<file path="src/sv/accel_tilt_angles_with_tare_core_macros.svh">
// Assertion macros for the tilt angle core.
`ifndef ACCEL_TILT_ANGLES_WITH_TARE_CORE_MACROS_SVH
`define ACCEL_TILT_ANGLES_WITH_TARE_CORE_MACROS_SVH

// Same-cycle implication, sampled on clk and disabled in reset.
`define ATAT_ASSERT_NOW(lbl, ante, cons, msg) \
  lbl: assert property (@(posedge clk) disable iff (rst) (ante) |-> (cons)) else $error(msg);

// Next-cycle implication, sampled on clk and disabled in reset.
`define ATAT_ASSERT_NEXT(lbl, ante, cons, msg) \
  lbl: assert property (@(posedge clk) disable iff (rst) (ante) |=> (cons)) else $error(msg);

`endif

</file>
<file path="src/sv/atat_pkg.sv">
// Shared constants, types and the arctangent table of the tilt angle core.
package atat_pkg;

  localparam int SAMPLE_BITS  = 16;
  localparam int CORDIC_STEPS = 16;
  localparam int TABLE_LEN    = 24;
  localparam int NUM_STEPS    = (CORDIC_STEPS < TABLE_LEN) ? CORDIC_STEPS : TABLE_LEN;
  localparam int IDX_W        = $clog2(TABLE_LEN);
  localparam int FRAC_BITS    = 16;
  localparam int CW           = 37;
  localparam int AW           = 33;
  localparam int KINV_BITS    = 20;
  localparam int LO_BITS      = 18;
  localparam int PW           = 56;

  localparam logic [KINV_BITS-1:0] KINV_Q20     = KINV_BITS'(636751);
  localparam logic signed [AW-1:0] QUARTER_TURN = AW'(589824000);
  localparam logic signed [16:0]   ROLL_LIMIT   = 17'sd18000;
  localparam logic signed [16:0]   PITCH_LIMIT  = 17'sd9000;

  localparam logic [1:0] MODE_MEASURE = 2'd0;
  localparam logic [1:0] MODE_CAPTURE = 2'd1;
  localparam logic [1:0] MODE_CLEAR   = 2'd2;

  typedef enum logic [2:0] {
    ST_IDLE,
    ST_DISPATCH,
    ST_ROT1,
    ST_MUL_LO,
    ST_MUL_HI,
    ST_SETUP2,
    ST_ROT2,
    ST_FINISH
  } state_t;

  typedef struct packed {
    logic             capture;
    logic             clear_tare;
    logic             setup1;
    logic             setup2;
    logic             step;
    logic [IDX_W-1:0] step_idx;
    logic             mul_lo;
    logic             mul_hi;
    logic             finish;
  } cmd_t;

  typedef struct packed {
    logic [1:0] mode;
    logic       res_busy;
  } stat_t;

  // Arctangent of 2^-i in hundredths of a degree, scaled by 2^16.
  function automatic logic signed [AW-1:0] atan_entry(input logic [IDX_W-1:0] idx);
    logic signed [AW-1:0] v;
    unique case (idx)
      5'd0:    v = AW'(294912000);
      5'd1:    v = AW'(174096719);
      5'd2:    v = AW'(91987925);
      5'd3:    v = AW'(46694507);
      5'd4:    v = AW'(23437865);
      5'd5:    v = AW'(11730358);
      5'd6:    v = AW'(5866610);
      5'd7:    v = AW'(2933484);
      5'd8:    v = AW'(1466764);
      5'd9:    v = AW'(733385);
      5'd10:   v = AW'(366693);
      5'd11:   v = AW'(183346);
      5'd12:   v = AW'(91673);
      5'd13:   v = AW'(45837);
      5'd14:   v = AW'(22918);
      5'd15:   v = AW'(11459);
      5'd16:   v = AW'(5730);
      5'd17:   v = AW'(2865);
      5'd18:   v = AW'(1432);
      5'd19:   v = AW'(716);
      5'd20:   v = AW'(358);
      5'd21:   v = AW'(179);
      5'd22:   v = AW'(90);
      5'd23:   v = AW'(45);
      default: v = '0;
    endcase
    return v;
  endfunction

endpackage

</file>
<file path="src/sv/atat_sample_if.sv">
// Request channel carrying one accelerometer sample and its mode.
interface atat_sample_if;
  logic               valid;
  logic               ready;
  logic [1:0]         mode;
  logic signed [15:0] accel_x;
  logic signed [15:0] accel_y;
  logic signed [15:0] accel_z;

  modport source (output valid, mode, accel_x, accel_y, accel_z, input ready);
  modport sink (input valid, mode, accel_x, accel_y, accel_z, output ready);
endinterface

</file>
<file path="src/sv/atat_result_if.sv">
// Result channel carrying one pair of tared tilt angles.
interface atat_result_if;
  logic               valid;
  logic               ready;
  logic signed [15:0] pitch_angle;
  logic signed [16:0] roll_angle;

  modport source (output valid, pitch_angle, roll_angle, input ready);
  modport sink (input valid, pitch_angle, roll_angle, output ready);
endinterface

</file>
<file path="src/sv/accel_tilt_angles_with_tare_core.sv">
// Top level of the tilt angle core: roll and pitch from one sample, with tare offsets.
// A measure request presents its result after both CORDIC runs; capture gives none.
// Clear and unused modes give no result; the next request is taken once dispatch returns to idle.
// A measure or capture request holds off new ones through both 16-step CORDIC runs,
// and a measure result that waits for its sink stalls the next measure in its finish state until it is taken.
// Synchronous reset zeroes the tare offsets and drops any pending result.
`include "accel_tilt_angles_with_tare_core_macros.svh"

module accel_tilt_angles_with_tare_core (
  input  logic          clk,
  input  logic          rst,
  atat_sample_if.sink   sample,
  atat_result_if.source result
);

  atat_pkg::cmd_t  cmd;
  atat_pkg::stat_t stat;
  logic            in_acc;
  logic            measure_done;
  logic [6:0]      dp_ops;

  atat_ctrl u_ctrl (
    .clk      (clk),
    .rst      (rst),
    .in_valid (sample.valid),
    .in_ready (sample.ready),
    .stat     (stat),
    .cmd      (cmd)
  );

  atat_dp u_dp (
    .clk     (clk),
    .rst     (rst),
    .cmd     (cmd),
    .stat    (stat),
    .mode    (sample.mode),
    .accel_x (sample.accel_x),
    .accel_y (sample.accel_y),
    .accel_z (sample.accel_z),
    .result  (result)
  );

  assign in_acc       = sample.valid && sample.ready;
  assign measure_done = cmd.finish && (stat.mode == atat_pkg::MODE_MEASURE);
  assign dp_ops       = {cmd.setup1, cmd.setup2, cmd.step, cmd.mul_lo,
                         cmd.mul_hi, cmd.finish, cmd.clear_tare};

  `ATAT_ASSERT_NEXT(a_busy_after_accept, in_acc, !sample.ready, "sample taken while busy")
  `ATAT_ASSERT_NOW(a_no_overwrite, measure_done, !stat.res_busy, "pending result overwritten")
  `ATAT_ASSERT_NOW(a_one_op, 1'b1, $onehot0(dp_ops), "conflicting datapath commands")

endmodule

</file>
<file path="src/sv/atat_ctrl.sv">
// Sequencer that steps the datapath through two CORDIC runs per measure or capture sample.
module atat_ctrl (
  input  logic             clk,
  input  logic             rst,
  input  logic             in_valid,
  output logic             in_ready,
  input  atat_pkg::stat_t  stat,
  output atat_pkg::cmd_t   cmd
);

  localparam logic [atat_pkg::IDX_W-1:0] LAST_IDX = atat_pkg::IDX_W'(atat_pkg::NUM_STEPS - 1);

  atat_pkg::state_t state, state_next;
  logic [atat_pkg::IDX_W-1:0] cnt, cnt_next;
  logic run_mode;
  logic hold;

  assign run_mode = (stat.mode == atat_pkg::MODE_MEASURE) ||
                    (stat.mode == atat_pkg::MODE_CAPTURE);
  assign hold     = (stat.mode == atat_pkg::MODE_MEASURE) && stat.res_busy;

  always_ff @(posedge clk) begin
    if (rst) begin
      state <= atat_pkg::ST_IDLE;
      cnt   <= '0;
    end else begin
      state <= state_next;
      cnt   <= cnt_next;
    end
  end

  always_comb begin
    state_next = state;
    unique case (state)
      atat_pkg::ST_IDLE:     if (in_valid) state_next = atat_pkg::ST_DISPATCH;
      atat_pkg::ST_DISPATCH: state_next = run_mode ? atat_pkg::ST_ROT1 : atat_pkg::ST_IDLE;
      atat_pkg::ST_ROT1:     if (cnt == LAST_IDX) state_next = atat_pkg::ST_MUL_LO;
      atat_pkg::ST_MUL_LO:   state_next = atat_pkg::ST_MUL_HI;
      atat_pkg::ST_MUL_HI:   state_next = atat_pkg::ST_SETUP2;
      atat_pkg::ST_SETUP2:   state_next = atat_pkg::ST_ROT2;
      atat_pkg::ST_ROT2:     if (cnt == LAST_IDX) state_next = atat_pkg::ST_FINISH;
      atat_pkg::ST_FINISH:   if (!hold) state_next = atat_pkg::ST_IDLE;
      default:               state_next = atat_pkg::ST_IDLE;
    endcase
  end

  always_comb begin
    if ((state == atat_pkg::ST_ROT1 || state == atat_pkg::ST_ROT2) && cnt != LAST_IDX) begin
      cnt_next = cnt + 1'b1;
    end else begin
      cnt_next = '0;
    end
  end

  always_comb begin
    cmd          = '0;
    cmd.step_idx = cnt;
    in_ready     = 1'b0;
    unique case (state)
      atat_pkg::ST_IDLE: begin
        in_ready    = 1'b1;
        cmd.capture = in_valid;
      end
      atat_pkg::ST_DISPATCH: begin
        cmd.setup1     = run_mode;
        cmd.clear_tare = (stat.mode == atat_pkg::MODE_CLEAR);
      end
      atat_pkg::ST_ROT1:   cmd.step   = 1'b1;
      atat_pkg::ST_MUL_LO: cmd.mul_lo = 1'b1;
      atat_pkg::ST_MUL_HI: cmd.mul_hi = 1'b1;
      atat_pkg::ST_SETUP2: cmd.setup2 = 1'b1;
      atat_pkg::ST_ROT2:   cmd.step   = 1'b1;
      atat_pkg::ST_FINISH: cmd.finish = !hold;
      default: begin
        in_ready = 1'b0;
      end
    endcase
  end

endmodule

</file>
<file path="src/sv/atat_dp.sv">
// Datapath with the shared CORDIC unit, gain multiplier, tare offsets and result register.
module atat_dp (
  input  logic               clk,
  input  logic               rst,
  input  atat_pkg::cmd_t     cmd,
  output atat_pkg::stat_t    stat,
  input  logic [1:0]         mode,
  input  logic signed [15:0] accel_x,
  input  logic signed [15:0] accel_y,
  input  logic signed [15:0] accel_z,
  atat_result_if.source      result
);

  localparam int CW = atat_pkg::CW;
  localparam int AW = atat_pkg::AW;
  localparam int PW = atat_pkg::PW;
  localparam int LB = atat_pkg::LO_BITS;
  localparam int MW = LB + atat_pkg::KINV_BITS;

  logic [1:0]                  cur_mode;
  logic [atat_pkg::SAMPLE_BITS-1:0] sx, sy, sz;
  logic signed [CW-1:0]        cx, cy;
  logic signed [AW-1:0]        acc;
  logic                        zero;
  logic [PW-1:0]               prod;
  logic signed [15:0]          roll_raw;
  logic signed [15:0]          pitch_tare, roll_tare;
  logic                        res_valid;
  logic signed [15:0]          res_pitch;
  logic signed [16:0]          res_roll;

  logic signed [CW-1:0] src_a, src_b, pre_x, pre_y, dx, dy, scaled_x;
  logic signed [AW-1:0] pre_acc;
  logic [LB-1:0]        mul_op;
  logic [MW-1:0]        mul_out;
  logic signed [15:0]   pitch_now, roll_now;

  function automatic logic signed [15:0] round_clamp(input logic signed [AW-1:0] a,
                                                     input logic signed [16:0] lim);
    logic signed [AW-1:0] s;
    logic signed [16:0]   r;
    logic signed [16:0]   c;
    s = a + AW'(32768);
    r = s[AW-1:atat_pkg::FRAC_BITS];
    if (r > lim) begin
      c = lim;
    end else if (r < -lim) begin
      c = -lim;
    end else begin
      c = r;
    end
    return c[15:0];
  endfunction

  assign scaled_x = CW'(signed'(sx)) <<< atat_pkg::FRAC_BITS;

  always_comb begin
    if (cmd.setup2) begin
      src_a = CW'(prod >> atat_pkg::KINV_BITS);
      src_b = -scaled_x;
    end else begin
      src_a = CW'(signed'(sz)) <<< atat_pkg::FRAC_BITS;
      src_b = CW'(signed'(sy)) <<< atat_pkg::FRAC_BITS;
    end
  end

  // A vector in the left half plane is turned by a quarter turn before the run.
  always_comb begin
    pre_x   = src_a;
    pre_y   = src_b;
    pre_acc = '0;
    if (src_a < 0) begin
      if (src_b >= 0) begin
        pre_x   = src_b;
        pre_y   = -src_a;
        pre_acc = atat_pkg::QUARTER_TURN;
      end else begin
        pre_x   = -src_b;
        pre_y   = src_a;
        pre_acc = -atat_pkg::QUARTER_TURN;
      end
    end
  end

  assign dx = cy >>> cmd.step_idx;
  assign dy = cx >>> cmd.step_idx;

  assign mul_op  = cmd.mul_hi ? cx[2*LB-1:LB] : cx[LB-1:0];
  assign mul_out = mul_op * atat_pkg::KINV_Q20;

  assign pitch_now = round_clamp(acc, atat_pkg::PITCH_LIMIT);
  assign roll_now  = round_clamp(acc, atat_pkg::ROLL_LIMIT);

  always_ff @(posedge clk) begin
    if (cmd.capture) begin
      cur_mode <= mode;
      sx       <= accel_x[atat_pkg::SAMPLE_BITS-1:0];
      sy       <= accel_y[atat_pkg::SAMPLE_BITS-1:0];
      sz       <= accel_z[atat_pkg::SAMPLE_BITS-1:0];
    end
    if (cmd.setup1 || cmd.setup2) begin
      zero <= (src_a == '0) && (src_b == '0);
      cx   <= pre_x;
      cy   <= pre_y;
      acc  <= pre_acc;
    end else if (cmd.step && !zero) begin
      if (cy >= 0) begin
        cx  <= cx + dx;
        cy  <= cy - dy;
        acc <= acc + atat_pkg::atan_entry(cmd.step_idx);
      end else begin
        cx  <= cx - dx;
        cy  <= cy + dy;
        acc <= acc - atat_pkg::atan_entry(cmd.step_idx);
      end
    end
    if (cmd.mul_lo) begin
      prod     <= PW'(mul_out);
      roll_raw <= roll_now;
    end else if (cmd.mul_hi) begin
      prod <= prod + (PW'(mul_out) << LB);
    end
    if (cmd.finish && cur_mode == atat_pkg::MODE_MEASURE) begin
      res_pitch <= pitch_now - pitch_tare;
      res_roll  <= 17'(roll_raw) - 17'(roll_tare);
    end
  end

  always_ff @(posedge clk) begin
    if (rst) begin
      pitch_tare <= '0;
      roll_tare  <= '0;
      res_valid  <= 1'b0;
    end else begin
      if (cmd.clear_tare) begin
        pitch_tare <= '0;
        roll_tare  <= '0;
      end else if (cmd.finish && cur_mode == atat_pkg::MODE_CAPTURE) begin
        pitch_tare <= pitch_now;
        roll_tare  <= roll_raw;
      end
      if (cmd.finish && cur_mode == atat_pkg::MODE_MEASURE) begin
        res_valid <= 1'b1;
      end else if (result.ready) begin
        res_valid <= 1'b0;
      end
    end
  end

  assign stat.mode     = cur_mode;
  assign stat.res_busy = res_valid && !result.ready;

  assign result.valid       = res_valid;
  assign result.pitch_angle = res_pitch;
  assign result.roll_angle  = res_roll;

endmodule
</file>
<file path="src/flat_wrapper.sv">
// flat-port wrapper written by rule: the top's interface ports become plain ports
module accel_tilt_angles_with_tare_core_flat 
  (clk, rst, sample_valid, sample_mode, sample_accel_x, sample_accel_y, sample_accel_z, sample_ready, result_valid, result_pitch_angle, result_roll_angle, result_ready);
  atat_sample_if sample_i ();
  atat_result_if result_i ();
  input  logic clk;
  input  logic rst;
  input wire logic [$bits(sample_i.valid)-1:0] sample_valid;
  input wire logic [$bits(sample_i.mode)-1:0] sample_mode;
  input wire logic [$bits(sample_i.accel_x)-1:0] sample_accel_x;
  input wire logic [$bits(sample_i.accel_y)-1:0] sample_accel_y;
  input wire logic [$bits(sample_i.accel_z)-1:0] sample_accel_z;
  output wire logic [$bits(sample_i.ready)-1:0] sample_ready;
  output wire logic [$bits(result_i.valid)-1:0] result_valid;
  output wire logic [$bits(result_i.pitch_angle)-1:0] result_pitch_angle;
  output wire logic [$bits(result_i.roll_angle)-1:0] result_roll_angle;
  input wire logic [$bits(result_i.ready)-1:0] result_ready;
  assign sample_i.valid = sample_valid;
  assign sample_i.mode = sample_mode;
  assign sample_i.accel_x = sample_accel_x;
  assign sample_i.accel_y = sample_accel_y;
  assign sample_i.accel_z = sample_accel_z;
  assign sample_ready = sample_i.ready;
  assign result_valid = result_i.valid;
  assign result_pitch_angle = result_i.pitch_angle;
  assign result_roll_angle = result_i.roll_angle;
  assign result_i.ready = result_ready;
  accel_tilt_angles_with_tare_core u_core (.clk(clk), .rst(rst), .sample(sample_i), .result(result_i));
endmodule
</file>
<file path="config.mk">
export PLATFORM = sky130hd
export DESIGN_NAME = accel_tilt_angles_with_tare_core_flat
export DESIGN_NICKNAME = d
export VERILOG_FILES = /design/src/sv/atat_pkg.sv /design/src/sv/atat_sample_if.sv /design/src/sv/atat_result_if.sv /design/src/sv/accel_tilt_angles_with_tare_core.sv /design/src/sv/atat_ctrl.sv /design/src/sv/atat_dp.sv /design/src/flat_wrapper.sv
export VERILOG_INCLUDE_DIRS = /design/src /design/src/sv
export SDC_FILE = /design/constraint.sdc
export NUM_CORES = 2
export LEC_CHECK = 0
export BUFFER_PORTS_ARGS = -buffer_cell sky130_fd_sc_hd__buf_2
export CAP_MARGIN = 20
export CORE_MARGIN = 2
export CORE_UTILIZATION = 30
export CTS_BUF_LIST = sky130_fd_sc_hd__clkbuf_8
export CTS_CLUSTER_SIZE = 20
export DETAILED_ROUTE_END_ITERATION = 8
export PLACE_DENSITY = 0.56
export SYNTH_ARGS = -nofsm -noshare
export SYNTH_HDL_FRONTEND = slang
export SYNTH_SLANG_ARGS = --single-unit
</file>
<file path="constraint.sdc">
create_clock -name clk -period 19 [get_ports clk]
set_clock_uncertainty 0.1 [all_clocks]
set_input_delay 0 -clock clk [delete_from_list [all_inputs] [get_ports clk]]
set_output_delay 0 -clock clk [all_outputs]
set_load 0.01 [all_outputs]
</file>
==> impl_metrics.tcl <==
set metrics [dict create \
    status "complete, no violations" \
    final_nets 4799 \
    preCtsSetupSlack_ps 9410 \
    yosysWarnings 0 \
    track_usage_pct 18.7 \
    hold_ws_ps 180 \
    layout_min_cycle_time_ps 9660 \
    clk-insertion-delay-late_ps 720 \
    cap_violations 0 \
    synth_edf_count 227 \
    crit_type "register to register" \
    globalplace.congestion 0.968 \
    max_freq_ghz 0.104 \
    cts_root_buffer "clkbuf_8" \
    fillers 12500 \
    drv_slew 0 \
    end_kind "register" \
    fp-row-count 127 \
    dieArea_um2 124000 \
    synthArstFlopShare_pct 0 \
    wl_per_cell_um 20.3 \
    vias 31900 \
    ctsHoldBuffers 105 \
    setup_tns_ps 0 \
    worstPathRequired_ps 19450 \
    numCtsBuffers 60 \
    overflow 0 \
    ys_seq_area_share_pct 23.6 \
    final_cells 5921 \
    grt_pass1_wl_mm 185 \
    drive_above_1_share_pct 9.61 \
    drt_iter0_markers 3053 \
    hp-class "input pin to register" \
    synth_seq_cells 315 \
    worstMarginPinSlew_ps 1060 \
    syn_nets 4671 \
    portBuffers 88 \
    netlist_area_um2 36400 \
    die_h_um 352 \
    timing.final.crit_share_pct 50.8 \
    syn_area_per_cell_um2 8.81 \
    totalWireLength_mm 120 \
    clk_pin_slew_ps 60 \
    ys.flop_type "edfxtp_1" \
    tritoncts "done" \
    crit_path_frequent_cell "inv_1" \
    postCtsSetupBuffers 0 \
    grt_max_degree 67 \
    syn_inst 4130 \
    worst-path-max-fanout 32 \
    rsz0062_at_grt "no" \
    cts_resized 0 \
    grt_pass1_vias 31000 \
    die_w_um 352 \
    clock-sinks 315 \
    htree_num_levels 2 \
    dp_cells 5699 \
    clockBufferDepth 3 \
    arrival_ps 10110 \
    slew_headroom_pct 29.5 \
    syn_to_final_growth_pct 12.4 \
    finalSetupViolCount 0 \
    ioPinCount 89 \
    cp_slowest_stage_delay_ps 530 \
    drc_errors 0 \
    ant_nets 0 \
    final_hold_viol_count 0 \
    drt_pass1_iterations 7 \
    core-area_um2 120000 \
    cp_slowest_cell "fa_1" \
    dp_hpwl_mm 92.5 \
    antenna_found_initial 3 \
    yosysUniqueCellTypes 95 \
    startpoint_type "register" \
    via_per_inst 5.39 \
    start_util_pct 30.3 \
    fin_ws_ps 9340 \
]
## cells by family (layout without fill, tap and decap cells)
| family | after synthesis | in the layout | synth area share, % |
|---|---|---|---|
| and+or+nand+nor | 1121 | 1121 | 14.2 |
| AOI/OAI and AO/OA | 1118 | 1118 | 19.7 |
| buffers and inverters | 539 | 716 | 5.84 |
| adders and majority gates | 487 | 487 | 19.9 |
| xor gates and xnor gates | 333 | 333 | 8.02 |
| DFF | 315 | 315 | 23.6 |
| muxes | 217 | 217 | 8.76 |
| other | 0 | 2 | 0 |
## placed cells by master, fill, tap and decap left out, types with 124 or more instances in the layout
cell type  count
o21ai_0      279
nand2_1      442
fa_1         153
edfxtp_1     227
a21oi_1      284
xor2_1       124
inv_1        377
xnor2_1      209
nor2_1       264
ha_1         334
## cells in the mapped netlist, drive strengths merged, types with 32 or more instances
library cell    n  share of area (%)
o21ai         282                3.9
a211oi         61                1.3
a31oi          33               0.57
xor2          124                3.0
edfxtp        227                 19
nor3           66               0.91
o31ai          49                1.0
ha            334                 11
xnor2         209                5.0
nor2          265                2.7
mux4           74                4.6
a21oi         285                3.9
nand3          78                1.1
a21o          102                2.1
clkbuf        115                1.2
or2            32               0.56
nand2         442                4.6
mux2           59                1.8
dfxtp          88                4.8
nor2b          34               0.58
fa            153                8.4
nand2b         47               0.81
inv           366                3.8
buf            52               0.81
mux2i          84                2.3
o211ai         37               0.76
## per-layer routing
layer / wire, µm / track usage [%]
met1: 52200 / 24.8
met2: 55800 / 31.0
met3: 7060 / 2.57
met4: 4850 / 6.79
met5: 0 / 0
## metrics by stage
stage,cell area (µm²),util (%)
2_1_floorplan,36400,-
3_3_place_gp,38400,32.0
3_5_place_dp,38400,32.0
4_1_cts,40800,33.9
5_1_grt,40900,34.0
6_report,40900,34.0
## layout make-up
type | instances | area [µm²] | area share, %
repair buffers | 233 | 1830 | 4.48
clock buffers | 73 | 1000 | 2.46
flip-flops and latches | 315 | 8590 | 21.0
clock inverters | 38 | 294 | 0.720
inverters | 372 | 1400 | 3.42
multi-input cells | 3276 | 25700 | 62.9
well taps | 1612 | 2020 | 4.94
diodes | 2 | 5.00 | 0.0122
## state kept, by name (all words and copies together), names as in the netlist, named ones only
name                            cells
u_core.u_dp.sz                     16
u_core.u_dp.result.pitch_angle     16
u_core.u_ctrl.state                 3
u_core.u_dp.zero                    1
u_core.u_dp.cy                     37
u_core.u_dp.sx                     16
u_core.u_ctrl.cnt                   5
u_core.u_dp.prod                   38
u_core.u_dp.roll_raw               16
u_core.u_dp.roll_tare              16
u_core.u_dp.result.roll_angle      17
u_core.u_dp.sy                     16
u_core.u_dp.pitch_tare             16
u_core.u_dp.cur_mode                2
u_core.u_dp.result.valid            1
u_core.u_dp.acc                    33
u_core.u_dp.cx                     37
## critical path: cells and delay by family (launching register included)
| family | cells | cell delay, ps |
|---|---|---|
| fa+ha+maj | 9 | 3850 |
| mux | 1 | 370 |
| compound gates | 10 | 2480 |
| buf+inv | 8 | 1140 |
| flops | 1 | 430 |
| simple gates | 5 | 550 |
| xor+xnor | 3 | 570 |
## worst paths after layout
kind,endpoint,depth (start not counted),slack (ps),start
max,u_core.u_dp.prod[55]$_SDFFE_PP0N_,36,9340,u_core.u_ctrl.state[2]$_SDFFE_PP0P_
min,u_core.u_dp.result.valid$_SDFFE_PP0P_,4,180,result_ready
max reg2reg,u_core.u_dp.prod[55]$_SDFFE_PP0N_,36,9340,u_core.u_ctrl.state[2]$_SDFFE_PP0P_
min reg2reg,u_core.u_dp.roll_tare[4]$_SDFFE_PP0P_,2,350,u_core.u_dp.roll_tare[4]$_SDFFE_PP0P_
Power is left out: the tool's default activity adds up to more than one toggle a clock period on the data nets, which glitch-free logic cannot reach.
